$ cat src/sv/blsc_pkg.sv
// Package for the battery load-shedding controller.
// Holds the mode codes, configuration register indexes and shared structs.
// No dependencies.
`timescale 1ns / 1ps

package blsc_pkg;

  localparam int unsigned CODE_W     = 10;
  localparam int unsigned COUNT_W    = 16;
  localparam int unsigned SW_W       = 4;
  localparam int unsigned RELAY_W    = 4;
  localparam int unsigned CFG_IDX_W  = 3;
  localparam int unsigned CFG_DATA_W = 16;

  // Power modes as seen on the result channel
  typedef enum logic [2:0] {
    MODE_START    = 3'd0,
    MODE_TOO_LOW  = 3'd1,
    MODE_LOW      = 3'd2,
    MODE_SLEEP    = 3'd3,
    MODE_STANDBY  = 3'd4,
    MODE_CHARGING = 3'd5,
    MODE_CHARGED  = 3'd6
  } mode_t;

  // Configuration register indexes
  typedef enum logic [CFG_IDX_W-1:0] {
    CFG_STANDBY_LEVEL   = 3'd0,
    CFG_CHARGING_LEVEL  = 3'd1,
    CFG_BAT_LOW_LEVEL   = 3'd2,
    CFG_BAT_TOO_LOW_LVL = 3'd3,
    CFG_TOO_LOW_LIMIT   = 3'd4
  } cfg_idx_t;

  // Reset values of the thresholds
  localparam logic [CODE_W-1:0]  STANDBY_LEVEL_RST   = 10'd79;
  localparam logic [CODE_W-1:0]  CHARGING_LEVEL_RST  = 10'd514;
  localparam logic [CODE_W-1:0]  BAT_LOW_LEVEL_RST   = 10'd419;
  localparam logic [CODE_W-1:0]  BAT_TOO_LOW_LVL_RST = 10'd400;
  localparam logic [COUNT_W-1:0] TOO_LOW_LIMIT_RST   = 16'd100;

  // Switch bits: 0 permanent, 1 radio, 2 high load, 3 low load
  localparam int unsigned SW_PERM  = 0;
  localparam int unsigned SW_RADIO = 1;
  localparam int unsigned SW_HIGH  = 2;
  localparam int unsigned SW_LOW   = 3;

  // Relay bits: 0 radio, 1 high, 2 low, 3 charge
  localparam int unsigned RL_RADIO  = 0;
  localparam int unsigned RL_HIGH   = 1;
  localparam int unsigned RL_LOW    = 2;
  localparam int unsigned RL_CHARGE = 3;

  typedef struct packed {
    logic [CODE_W-1:0]  standby_level;
    logic [CODE_W-1:0]  charging_level;
    logic [CODE_W-1:0]  bat_low_level;
    logic [CODE_W-1:0]  bat_too_low_level;
    logic [COUNT_W-1:0] too_low_limit;
  } cfg_t;

  typedef struct packed {
    logic [CODE_W-1:0] battery_code;
    logic [CODE_W-1:0] vehicle_code;
    logic [SW_W-1:0]   sw;
  } sample_t;

  // Controller state carried from one sample to the next
  typedef struct packed {
    mode_t              mode;
    logic [COUNT_W-1:0] crit_cnt;
    logic [SW_W-1:0]    last_sw;
    logic [RELAY_W-1:0] relay;
    logic               slow;
  } ctl_state_t;

endpackage

$ cat src/sv/blsc_if.sv
// Channel interfaces for the battery load-shedding controller:
// sample input, result output and configuration write.
// Depends on blsc_pkg.
`timescale 1ns / 1ps

interface blsc_in_if;
  import blsc_pkg::*;
  logic              valid;
  logic              ready;
  logic [CODE_W-1:0] battery_code;
  logic [CODE_W-1:0] vehicle_code;
  logic              permanent_switch;
  logic              radio_switch;
  logic              high_load_switch;
  logic              low_load_switch;

  modport source (output valid, battery_code, vehicle_code, permanent_switch,
                  radio_switch, high_load_switch, low_load_switch, input ready);
  modport sink   (input valid, battery_code, vehicle_code, permanent_switch,
                  radio_switch, high_load_switch, low_load_switch, output ready);
endinterface

interface blsc_out_if;
  logic       valid;
  logic       ready;
  logic [2:0] mode;
  logic       radio_relay;
  logic       high_relay;
  logic       low_relay;
  logic       charge_relay;
  logic       slow_sampling;
  logic       refreshed;

  modport source (output valid, mode, radio_relay, high_relay, low_relay,
                  charge_relay, slow_sampling, refreshed, input ready);
  modport sink   (input valid, mode, radio_relay, high_relay, low_relay,
                  charge_relay, slow_sampling, refreshed, output ready);
endinterface

interface blsc_cfg_if;
  import blsc_pkg::*;
  logic                  valid;
  logic                  ready;
  logic [CFG_IDX_W-1:0]  index;
  logic [CFG_DATA_W-1:0] data;

  modport source (output valid, index, data, input ready);
  modport sink   (input valid, index, data, output ready);
endinterface

$ cat src/sv/blsc_mode_calc.sv
// Mode classification and relay decision for one sample.
// Pure combinational: current state and sample in, next state out.
// Depends on blsc_pkg.
`timescale 1ns / 1ps

module blsc_mode_calc (
  input  blsc_pkg::cfg_t       cfg,
  input  blsc_pkg::sample_t    sample,
  input  blsc_pkg::ctl_state_t cur,
  output blsc_pkg::ctl_state_t nxt,
  output logic                 refresh
);
  import blsc_pkg::*;

  logic               bat_low;
  logic               bat_crit;
  logic               veh_awake;
  logic               veh_charging;
  logic [COUNT_W-1:0] cnt_up;
  logic [COUNT_W-1:0] cnt_dn;
  logic [RELAY_W-1:0] low_rule;
  logic [2:0]         loads;
  mode_t              mode_nxt;
  logic [COUNT_W-1:0] cnt_nxt;

  // Threshold compares
  assign bat_low      = sample.battery_code < cfg.bat_low_level;
  assign bat_crit     = sample.battery_code < cfg.bat_too_low_level;
  assign veh_awake    = sample.vehicle_code >= cfg.standby_level;
  assign veh_charging = sample.vehicle_code >= cfg.charging_level;

  // Saturating up/down count of critical samples
  assign cnt_up = (cur.crit_cnt == '1) ? cur.crit_cnt : cur.crit_cnt + 1'b1;
  assign cnt_dn = (cur.crit_cnt == '0) ? cur.crit_cnt : cur.crit_cnt - 1'b1;

  // Mode classification
  always_comb begin
    mode_nxt = cur.mode;
    cnt_nxt  = cnt_dn;
    if (bat_low) begin
      if (bat_crit) begin
        cnt_nxt  = cnt_up;
        mode_nxt = (cnt_up > cfg.too_low_limit) ? MODE_TOO_LOW : MODE_LOW;
      end else begin
        mode_nxt = MODE_LOW;
      end
      if (veh_charging) begin
        cnt_nxt  = '0;
        mode_nxt = MODE_CHARGING;
      end
    end else if (!veh_awake) begin
      mode_nxt = MODE_SLEEP;
    end else if (!veh_charging) begin
      if (cur.mode == MODE_CHARGING) mode_nxt = MODE_CHARGED;
      else if (cur.mode == MODE_LOW) mode_nxt = MODE_LOW;
      else mode_nxt = MODE_STANDBY;
    end else begin
      mode_nxt = MODE_CHARGING;
    end
  end

  assign refresh = (mode_nxt != cur.mode) || (sample.sw != cur.last_sw);

  // Low battery: at most one load, by switch priority
  always_comb begin
    low_rule = '0;
    if (sample.sw[SW_PERM])      low_rule[RL_RADIO] = 1'b1;
    else if (sample.sw[SW_HIGH]) low_rule[RL_HIGH]  = 1'b1;
    else if (sample.sw[SW_LOW])  low_rule[RL_LOW]   = 1'b1;
  end

  assign loads = sample.sw[SW_LOW:SW_RADIO];

  // Relay and sampling-rate decision, held unless refreshed
  always_comb begin
    nxt.mode     = mode_nxt;
    nxt.crit_cnt = cnt_nxt;
    nxt.last_sw  = sample.sw;
    nxt.relay    = cur.relay;
    nxt.slow     = cur.slow;
    if (refresh) begin
      case (mode_nxt)
        MODE_TOO_LOW: begin
          nxt.relay = '0;
          nxt.slow  = 1'b1;
        end
        MODE_LOW: begin
          nxt.relay = low_rule;
          nxt.slow  = 1'b1;
        end
        MODE_SLEEP: begin
          nxt.relay = sample.sw[SW_PERM] ? {1'b0, loads} : '0;
          nxt.slow  = 1'b1;
        end
        MODE_STANDBY, MODE_CHARGED: begin
          nxt.relay = {1'b0, loads};
          nxt.slow  = 1'b0;
        end
        MODE_CHARGING: begin
          nxt.relay = {1'b1, loads};
          nxt.slow  = 1'b0;
        end
        default: begin
          // start mode: low rule, slow flag held
          nxt.relay = low_rule;
        end
      endcase
    end
  end

endmodule

$ cat src/sv/battery_load_shedding_controller.sv
// Battery load-shedding controller: top level with channel handshakes and state.
// Depends on blsc_pkg, blsc_if and blsc_mode_calc.
`timescale 1ns / 1ps

// One sample is accepted every clock cycle when the result side keeps up; each
// sample passes through the input register, then the result register. The mode,
// critical count, switch history and relay state are updated as each sample
// leaves the input register, so samples follow each other with no gap.
// Configuration writes are always accepted and must only be made while no
// sample is in flight.
module battery_load_shedding_controller (
  input logic            clk,
  input logic            rst_n,
  blsc_in_if.sink        in_s,
  blsc_out_if.source     out_m,
  blsc_cfg_if.sink       cfg_s
);
  import blsc_pkg::*;

  cfg_t       cfg_r;
  logic       s1_valid_r;
  sample_t    s1_sample_r;
  ctl_state_t state_r;
  ctl_state_t state_nxt;
  logic       refresh;
  logic       out_valid_r;
  logic       out_refresh_r;
  logic       advance;
  logic       in_ready;

  // Pipeline moves when the result register is free or being emptied
  assign advance  = !out_valid_r || out_m.ready;
  assign in_ready = !s1_valid_r || advance;

  assign in_s.ready  = in_ready;
  assign cfg_s.ready = 1'b1;

  // Configuration registers
  always_ff @(posedge clk) begin
    if (!rst_n) begin
      cfg_r.standby_level     <= STANDBY_LEVEL_RST;
      cfg_r.charging_level    <= CHARGING_LEVEL_RST;
      cfg_r.bat_low_level     <= BAT_LOW_LEVEL_RST;
      cfg_r.bat_too_low_level <= BAT_TOO_LOW_LVL_RST;
      cfg_r.too_low_limit     <= TOO_LOW_LIMIT_RST;
    end else if (cfg_s.valid) begin
      unique case (cfg_s.index)
        CFG_STANDBY_LEVEL:   cfg_r.standby_level     <= cfg_s.data[CODE_W-1:0];
        CFG_CHARGING_LEVEL:  cfg_r.charging_level    <= cfg_s.data[CODE_W-1:0];
        CFG_BAT_LOW_LEVEL:   cfg_r.bat_low_level     <= cfg_s.data[CODE_W-1:0];
        CFG_BAT_TOO_LOW_LVL: cfg_r.bat_too_low_level <= cfg_s.data[CODE_W-1:0];
        CFG_TOO_LOW_LIMIT:   cfg_r.too_low_limit     <= cfg_s.data[COUNT_W-1:0];
        default: ;  // unused indexes are ignored
      endcase
    end
  end

  // Input register
  always_ff @(posedge clk) begin
    if (!rst_n) begin
      s1_valid_r <= 1'b0;
    end else if (in_ready) begin
      s1_valid_r <= in_s.valid;
    end
  end

  always_ff @(posedge clk) begin
    if (in_ready && in_s.valid) begin
      s1_sample_r.battery_code <= in_s.battery_code;
      s1_sample_r.vehicle_code <= in_s.vehicle_code;
      s1_sample_r.sw           <= {in_s.low_load_switch, in_s.high_load_switch,
                                   in_s.radio_switch, in_s.permanent_switch};
    end
  end

  blsc_mode_calc u_calc (
    .cfg     (cfg_r),
    .sample  (s1_sample_r),
    .cur     (state_r),
    .nxt     (state_nxt),
    .refresh (refresh)
  );

  // Controller state, updated as each sample moves to the result register
  always_ff @(posedge clk) begin
    if (!rst_n) begin
      state_r.mode     <= MODE_START;
      state_r.crit_cnt <= '0;
      state_r.last_sw  <= '0;
      state_r.relay    <= '0;
      state_r.slow     <= 1'b0;
    end else if (s1_valid_r && advance) begin
      state_r <= state_nxt;
    end
  end

  // Result register
  always_ff @(posedge clk) begin
    if (!rst_n) begin
      out_valid_r <= 1'b0;
    end else if (advance) begin
      out_valid_r <= s1_valid_r;
    end
  end

  always_ff @(posedge clk) begin
    if (advance && s1_valid_r) begin
      out_refresh_r <= refresh;
    end
  end

  // The result payload is the state just written plus the refresh flag
  assign out_m.valid         = out_valid_r;
  assign out_m.mode          = state_r.mode;
  assign out_m.radio_relay   = state_r.relay[RL_RADIO];
  assign out_m.high_relay    = state_r.relay[RL_HIGH];
  assign out_m.low_relay     = state_r.relay[RL_LOW];
  assign out_m.charge_relay  = state_r.relay[RL_CHARGE];
  assign out_m.slow_sampling = state_r.slow;
  assign out_m.refreshed     = out_refresh_r;

endmodule

$ cat src/flat_wrapper.sv
// flat-port wrapper written by rule: the top's interface ports become plain ports
module battery_load_shedding_controller_flat import blsc_pkg::*;
  (clk, rst_n, in_s_valid, in_s_battery_code, in_s_vehicle_code, in_s_permanent_switch, in_s_radio_switch, in_s_high_load_switch, in_s_low_load_switch, in_s_ready, out_m_valid, out_m_mode, out_m_radio_relay, out_m_high_relay, out_m_low_relay, out_m_charge_relay, out_m_slow_sampling, out_m_refreshed, out_m_ready, cfg_s_valid, cfg_s_index, cfg_s_data, cfg_s_ready);
  blsc_in_if in_s_i ();
  blsc_out_if out_m_i ();
  blsc_cfg_if cfg_s_i ();
  input logic clk;
  input logic rst_n;
  input wire logic [$bits(in_s_i.valid)-1:0] in_s_valid;
  input wire logic [$bits(in_s_i.battery_code)-1:0] in_s_battery_code;
  input wire logic [$bits(in_s_i.vehicle_code)-1:0] in_s_vehicle_code;
  input wire logic [$bits(in_s_i.permanent_switch)-1:0] in_s_permanent_switch;
  input wire logic [$bits(in_s_i.radio_switch)-1:0] in_s_radio_switch;
  input wire logic [$bits(in_s_i.high_load_switch)-1:0] in_s_high_load_switch;
  input wire logic [$bits(in_s_i.low_load_switch)-1:0] in_s_low_load_switch;
  output wire logic [$bits(in_s_i.ready)-1:0] in_s_ready;
  output wire logic [$bits(out_m_i.valid)-1:0] out_m_valid;
  output wire logic [$bits(out_m_i.mode)-1:0] out_m_mode;
  output wire logic [$bits(out_m_i.radio_relay)-1:0] out_m_radio_relay;
  output wire logic [$bits(out_m_i.high_relay)-1:0] out_m_high_relay;
  output wire logic [$bits(out_m_i.low_relay)-1:0] out_m_low_relay;
  output wire logic [$bits(out_m_i.charge_relay)-1:0] out_m_charge_relay;
  output wire logic [$bits(out_m_i.slow_sampling)-1:0] out_m_slow_sampling;
  output wire logic [$bits(out_m_i.refreshed)-1:0] out_m_refreshed;
  input wire logic [$bits(out_m_i.ready)-1:0] out_m_ready;
  input wire logic [$bits(cfg_s_i.valid)-1:0] cfg_s_valid;
  input wire logic [$bits(cfg_s_i.index)-1:0] cfg_s_index;
  input wire logic [$bits(cfg_s_i.data)-1:0] cfg_s_data;
  output wire logic [$bits(cfg_s_i.ready)-1:0] cfg_s_ready;
  assign in_s_i.valid = in_s_valid;
  assign in_s_i.battery_code = in_s_battery_code;
  assign in_s_i.vehicle_code = in_s_vehicle_code;
  assign in_s_i.permanent_switch = in_s_permanent_switch;
  assign in_s_i.radio_switch = in_s_radio_switch;
  assign in_s_i.high_load_switch = in_s_high_load_switch;
  assign in_s_i.low_load_switch = in_s_low_load_switch;
  assign in_s_ready = in_s_i.ready;
  assign out_m_valid = out_m_i.valid;
  assign out_m_mode = out_m_i.mode;
  assign out_m_radio_relay = out_m_i.radio_relay;
  assign out_m_high_relay = out_m_i.high_relay;
  assign out_m_low_relay = out_m_i.low_relay;
  assign out_m_charge_relay = out_m_i.charge_relay;
  assign out_m_slow_sampling = out_m_i.slow_sampling;
  assign out_m_refreshed = out_m_i.refreshed;
  assign out_m_i.ready = out_m_ready;
  assign cfg_s_i.valid = cfg_s_valid;
  assign cfg_s_i.index = cfg_s_index;
  assign cfg_s_i.data = cfg_s_data;
  assign cfg_s_ready = cfg_s_i.ready;
  battery_load_shedding_controller u_core (.clk(clk), .rst_n(rst_n), .in_s(in_s_i), .out_m(out_m_i), .cfg_s(cfg_s_i));
endmodule
$ cat config.mk
export PLATFORM = sky130hd
export DESIGN_NAME = battery_load_shedding_controller_flat
export DESIGN_NICKNAME = d
export VERILOG_FILES = /design/src/sv/blsc_pkg.sv /design/src/sv/blsc_if.sv /design/src/sv/blsc_mode_calc.sv /design/src/sv/battery_load_shedding_controller.sv /design/src/flat_wrapper.sv
export SDC_FILE = /design/constraint.sdc
export NUM_CORES = 1
export LEC_CHECK = 0
export ABC_CLOCK_PERIOD_IN_PS = 3750
export BUFFER_PORTS_ARGS = -buffer_cell sky130_fd_sc_hd__buf_2
export CAP_MARGIN = 20
export CORE_MARGIN = 2
export CORE_UTILIZATION = 54
export DETAILED_ROUTE_END_ITERATION = 7
export PLACE_DENSITY = 0.78
export SYNTH_ARGS = -nofsm -noshare
export SYNTH_HDL_FRONTEND = slang
export SYNTH_SLANG_ARGS = --single-unit
export TNS_END_PERCENT = 10
$ cat constraint.sdc
create_clock -name clk -period 3.75 [get_ports clk]
set_input_delay 0.5625 -clock clk [delete_from_list [all_inputs] [get_ports clk]]
set_output_delay 0.5625 -clock clk [all_outputs]
set_load 0.1 [all_outputs]
# == Word level (Yosys, flattened, before mapping) ==
# Index checks and enable logic that the tools add are counted.
# totals
reg_bits,111
inputBits,48
out_inout_bits,12
# op_classes
add_sub_neg,2
n_lt_le_gt_ge,5
eq_ne,15
mux,21
n_reduce_logical,20
# op_table
op,n
16-bit two-way mux,5
3-bit two-way mux,7
10-bit >= comparator,2
10-bit less-than comparator,2
"16-bit by 1-bit adder with 16-bit output, second input constant",1
"16-bit equality test, second input constant",1
16-bit greater-than comparator,1
16-bit zero test,1
4-bit case mux with 4 select lines,1
"16-bit by 1-bit subtractor with 16-bit output, second input constant",1
"3-bit by 2-bit equality test with 1-bit output, second input constant",5
"3-bit equality test, second input constant",5
2-bit AND reduction,6
"3-bit by 1-bit equality test with 1-bit output, second input constant",2
2-bit two-way mux,3
3-bit OR reduction,2
1-bit two-way mux,4
4-bit inequality test,1
3-bit zero test,1
1-bit logical OR,3
3-bit inequality test,1
3-bit AND reduction,1
1-bit logical AND,2
1-bit zero test,2
other kinds (3),3

# == Longest topological paths before layout ==
# logic_depth
ltp_word,11
depth_mapped,19
depth_no_buf,17

# == Hierarchy ==
# Synthesis repeated with hierarchy kept, for this count alone.
# unflattened
hier_cells,757
hier_area_um2,6572.6
# modules_own_cells
mod,instances,cells_each,area_each_um2,seq_area_each_um2
battery_load_shedding_controller,1,367,3953.8,2472.4
blsc_mode_calc,1,390,2618.8,0.0

# == Worst setup path before layout ==
# No wires, ideal clock.
# synth_timing
kind,flip-flop to flip-flop
start,register u_core.state_r[16] (netlist name)
end,register u_core.state_r (netlist bit u_core.out_m.radio_relay)
arrival_time_ps,4011
path_slack_ps,-352
path_stages_with_launch,18
path_buffers,2
period_less_slack_ps,4102
cell_sequence,dfxtp_1 > clkbuf_1 > and4_1 > nand3_1 > nor3_1 > nor2_1 > and3_1 > xor2_1 > ha_1 > nand4_1 > or4_1 > nor3_1 > nor3_1 > and3_1 > buf_2 > or3_4 > o31a_1 > a311oi_1
# synth_between
elab_chain_cells,10
elab_cells_between_ends,18
classes_between,1 x add/sub; 1 x order compare; 7 x eq/ne; 6 x mux; 3 x reduce/logical
# synth_lines
element,line,source
from (decl),battery_load_shedding_controller.sv:23,ctl_state_t state_r;
from (signal assigned),battery_load_shedding_controller.sv:93,state_r <= state_nxt;
16-bit by 1-bit adder with 16-bit output or 16-bit equality test (tied branches),blsc_mode_calc.sv:33,assign cnt_up = (cur.crit_cnt == '1) ? cur.crit_cnt : cur.crit_cnt + 1'b1;
16-bit two-way mux *,blsc_mode_calc.sv:33,
16-bit greater-than comparator *,blsc_mode_calc.sv:43,mode_nxt = (cnt_up > cfg.too_low_limit) ? MODE_TOO_LOW : MODE_LOW;
2-bit two-way mux *,blsc_mode_calc.sv:43,
2-bit two-way mux *,blsc_mode_calc.sv:41,if (bat_crit) begin
3-bit two-way mux *,blsc_mode_calc.sv:47,if (veh_charging) begin
3-bit two-way mux *,blsc_mode_calc.sv:40,if (bat_low) begin
3-bit equality test or 3-bit inequality test (tied branches),"blsc_mode_calc.sv:82, blsc_mode_calc.sv:62",
2-bit OR reduction or 1-bit logical OR (tied branches),--,
4-bit case mux with 4 select lines or 2-bit AND reduction (tied branches),--,
# Every way passes the cells marked *; elsewhere a longest branch is shown, timed or not.
# A chain may end at the register's enable or synchronous reset.

# == Worst setup path after layout ==
# layout_timing
start,register u_core.state_r[15] (netlist name)
end,register u_core.state_r (netlist bit u_core.out_m.radio_relay)
# The elaborated chain is that of the path after synthesis.

==> reports/qor.yml <==
synth_cell_types: 66
setup_viol: 0
cts_hold_buf: 0
antennaDiodeCount: 0
p_per_area_nw_per_um2: 695
finalCritPeriodShare_pct: 98.3
rr_worst_depth: 15
crit_required_ns: 4.02
grt_use_total_pct: 25.9
drt-vias-per-instance: 5.79
core_um2: 11300
die_w_um: 111
finalSetupTns_ns: 0
outcome: "completed"
r2r-start: "u_core.state_r[15]"
dp_hpwl_um: 11600
drive_gt1_share_pct: 16.2
rsz0062_at_grt: "yes"
grt_max_degree: 43
crit_path_end_kind: "flip-flop"
wl_per_cell_um: 16.3
timing.final.ws_setup_ns: 0.0655
routabilityCongestion: 0.931
yosysMostFrequentCell: "nand2_1"
relSlewSlack_pct: 42.5
ioPinCount: 60
total_power_uw: 5000
ys_top_cells_by_area: "dfxtp_1, edfxtp_1, ha_1"
fin_crit_ns: 3.68
ant_nets: 0
grt_pass1_wl_um: 25900
synth.avg_cell_area_um2: 8.17
min_path_cells: 1
yosys_register_bits: 111
cts_buffers: 9
cts_root_buffer: "clkbuf_16"
dr.pass1.iters: 6
fin_area_um2: 7190
final-hold-violation-count: 0
startpoint: "u_core.state_r[15]"
first_iter_violations: 376
min_from: "in_s_vehicle_code[4]"
async_reset_ff_share_pct: 0
pre_cts_ws_ns: -0.0724
netlist_instances: 763
synth_top_area_share_pct: 27.6
layout.nets: 932
die_area_um2: 12400
synth_warnings: 0
synth_fp_nets: 868
yosysTopAreaCell: "dfxtp_1"
vias: 5643
numPortBuffers: 58
clock_latency_ns: 0.36
syn_area_um2: 6230
drc: 0
worst-path-max-fanout: 6
max_freq_mhz: 271
post_dp_cell_area_um2: 6760
yosysSeqAreaShare_pct: 39.7
tightest_slew_ns: 0.860
die_h_um: 111
start_util_pct: 55.0
hp-class: "in -> reg"
vdd_drop_max_uv: 607
arrival_ns: 3.96
synth_edf_count: 25
synth_common_cells: "nand2_1, dfxtp_1, a21oi_1, inv_1, ha_1"
r2r_slack_ns: 0.07
syn_to_final_growth_pct: 15.4
cp-start-kind: "flip-flop"
antenna_found_initial: 0
min_to: "u_core.s1_sample_r[8]"
r2r_end: "u_core.out_m.radio_relay"
cts_sinks: 111
leakagePower_uw: 0.00300
maxCapViolCount: 0
worst-setup-path-type: "reg -> reg"
cts.path.max_buffers: 2
routed_wl_um: 15900
path_clk_slew_ns: 0.07
grt_pass1_vias: 5368
dominantRegCellSynth: "dfxtp_1"
clock_skew_ns: 0.00619
tritoncts: "done"
overflow: 0
num_rows: 39
htree_levels: 3
timing.hold.ws_ns: 0.373
maxSlewViolCount: 0
==> layer usage <==
metal	GRT usage [%]	vias to the layer above	part of all wire, %
met5	0	-	0
met4	13.1	0	3.8
met3	4.03	45	5.6
met2	43.3	213	48
met1	32.7	2608	43
li1	-	2777	-
==> placed cells by master, fill, tap and decap left out, types with 17 or more instances in the layout <==
cell type	netlist	final
nor2_1	46	44
edfxtp_1	25	25
o21ai_0	20	20
a21oi_1	84	84
ha_1	57	56
inv_1	61	61
nor3_1	19	17
o211ai_1	19	19
nand2_1	147	146
buf_2	3	58
buf_4	5	35
dfxtp_1	86	84
nand3_1	21	19
==> flip-flops by register name (all words and copies together) (netlist names) <==
register and count:
u_core.cfg_r 56, u_core.state_r 20, u_core.out_m.low_relay 1, u_core.out_m.valid 1, u_core.out_m.high_relay 1, u_core.out_m.refreshed 1
u_core.out_m.radio_relay 1, u_core.out_m.slow_sampling 1, u_core.out_m.charge_relay 1, u_core.s1_sample_r 24, u_core.out_m.mode 3, u_core.s1_valid_r 1
==> worst max-delay path by stage <==
stage,slack (ns),cells past startpoint,endpoint
2_1_floorplan,0.01,17,u_core.out_m.radio_relay
3_3_place_gp,0.05,16,u_core.out_m.radio_relay
4_1_cts,0.005,16,u_core.out_m.slow_sampling
3_5_place_dp,-0.07,15,u_core.out_m.high_relay
6_report,0.07,15,u_core.out_m.radio_relay
5_1_grt,-0.07,15,u_core.out_m.radio_relay
==> metrics by stage <==
stage,std cells,utilization (%)
2_1_floorplan,763,-
3_3_place_gp,952,59.7
3_5_place_dp,952,59.7
4_1_cts,969,62.5
5_1_grt,975,63.5
6_report,975,63.5
==> area by class of cell <==
class / instances / area [µm²]
tap: 143 / 179
clock buffer: 13 / 272
timing repair buffer: 94 / 581
fill: 971 / 4130
multi-input combinational: 549 / 3430
clock inverter: 3 / 22.5
sequential: 111 / 2470
inverter: 62 / 233
==> cells by family (layout without fill, tap and decap cells) <==
family                   count (synthesis)  count (layout)  synth area share, %
XOR/XNOR                                16              16                 2.25
buffers and inverters                  103             172                 6.69
adder cells (fa/ha/maj)                 57              57                 11.4
multiplexers                             7               7                 1.12
AO/OA/AOI/OAI                          184             184                 18.2
AND/OR/NAND/NOR                        284             284                 20.6
flip-flops                             111             111                 39.7
other                                    1               1               0.0602
==> critical path, stage by stage (launching register included) <==
cell      delay, ns
dfxtp_1        0.35
and4_4         0.24
nand3_4        0.11
nor3_4         0.22
nor2_2         0.07
and3_1         0.18
xor2_1         0.15
ha_1           0.31
nand4_1        0.11
or4_4          0.55
nor3_2         0.13
nor3_1         0.08
and3_4         0.25
or3_4          0.35
o31a_1         0.29
a311oi_1       0.20
==> power breakdown <==
part           switching, µW  internal [µW]
Clock                    437            514
Combinational           1600           1040
Sequential              71.9           1340
Total                   2110           2890
==> what timing repair did <==
action	CTS	global route
gates resized for setup	6	14
pin swaps	1	9
buffers inserted	1	5
endpoints found under the setup margin	5	6
No activity file was read; power rests on OpenSTA's default activity.
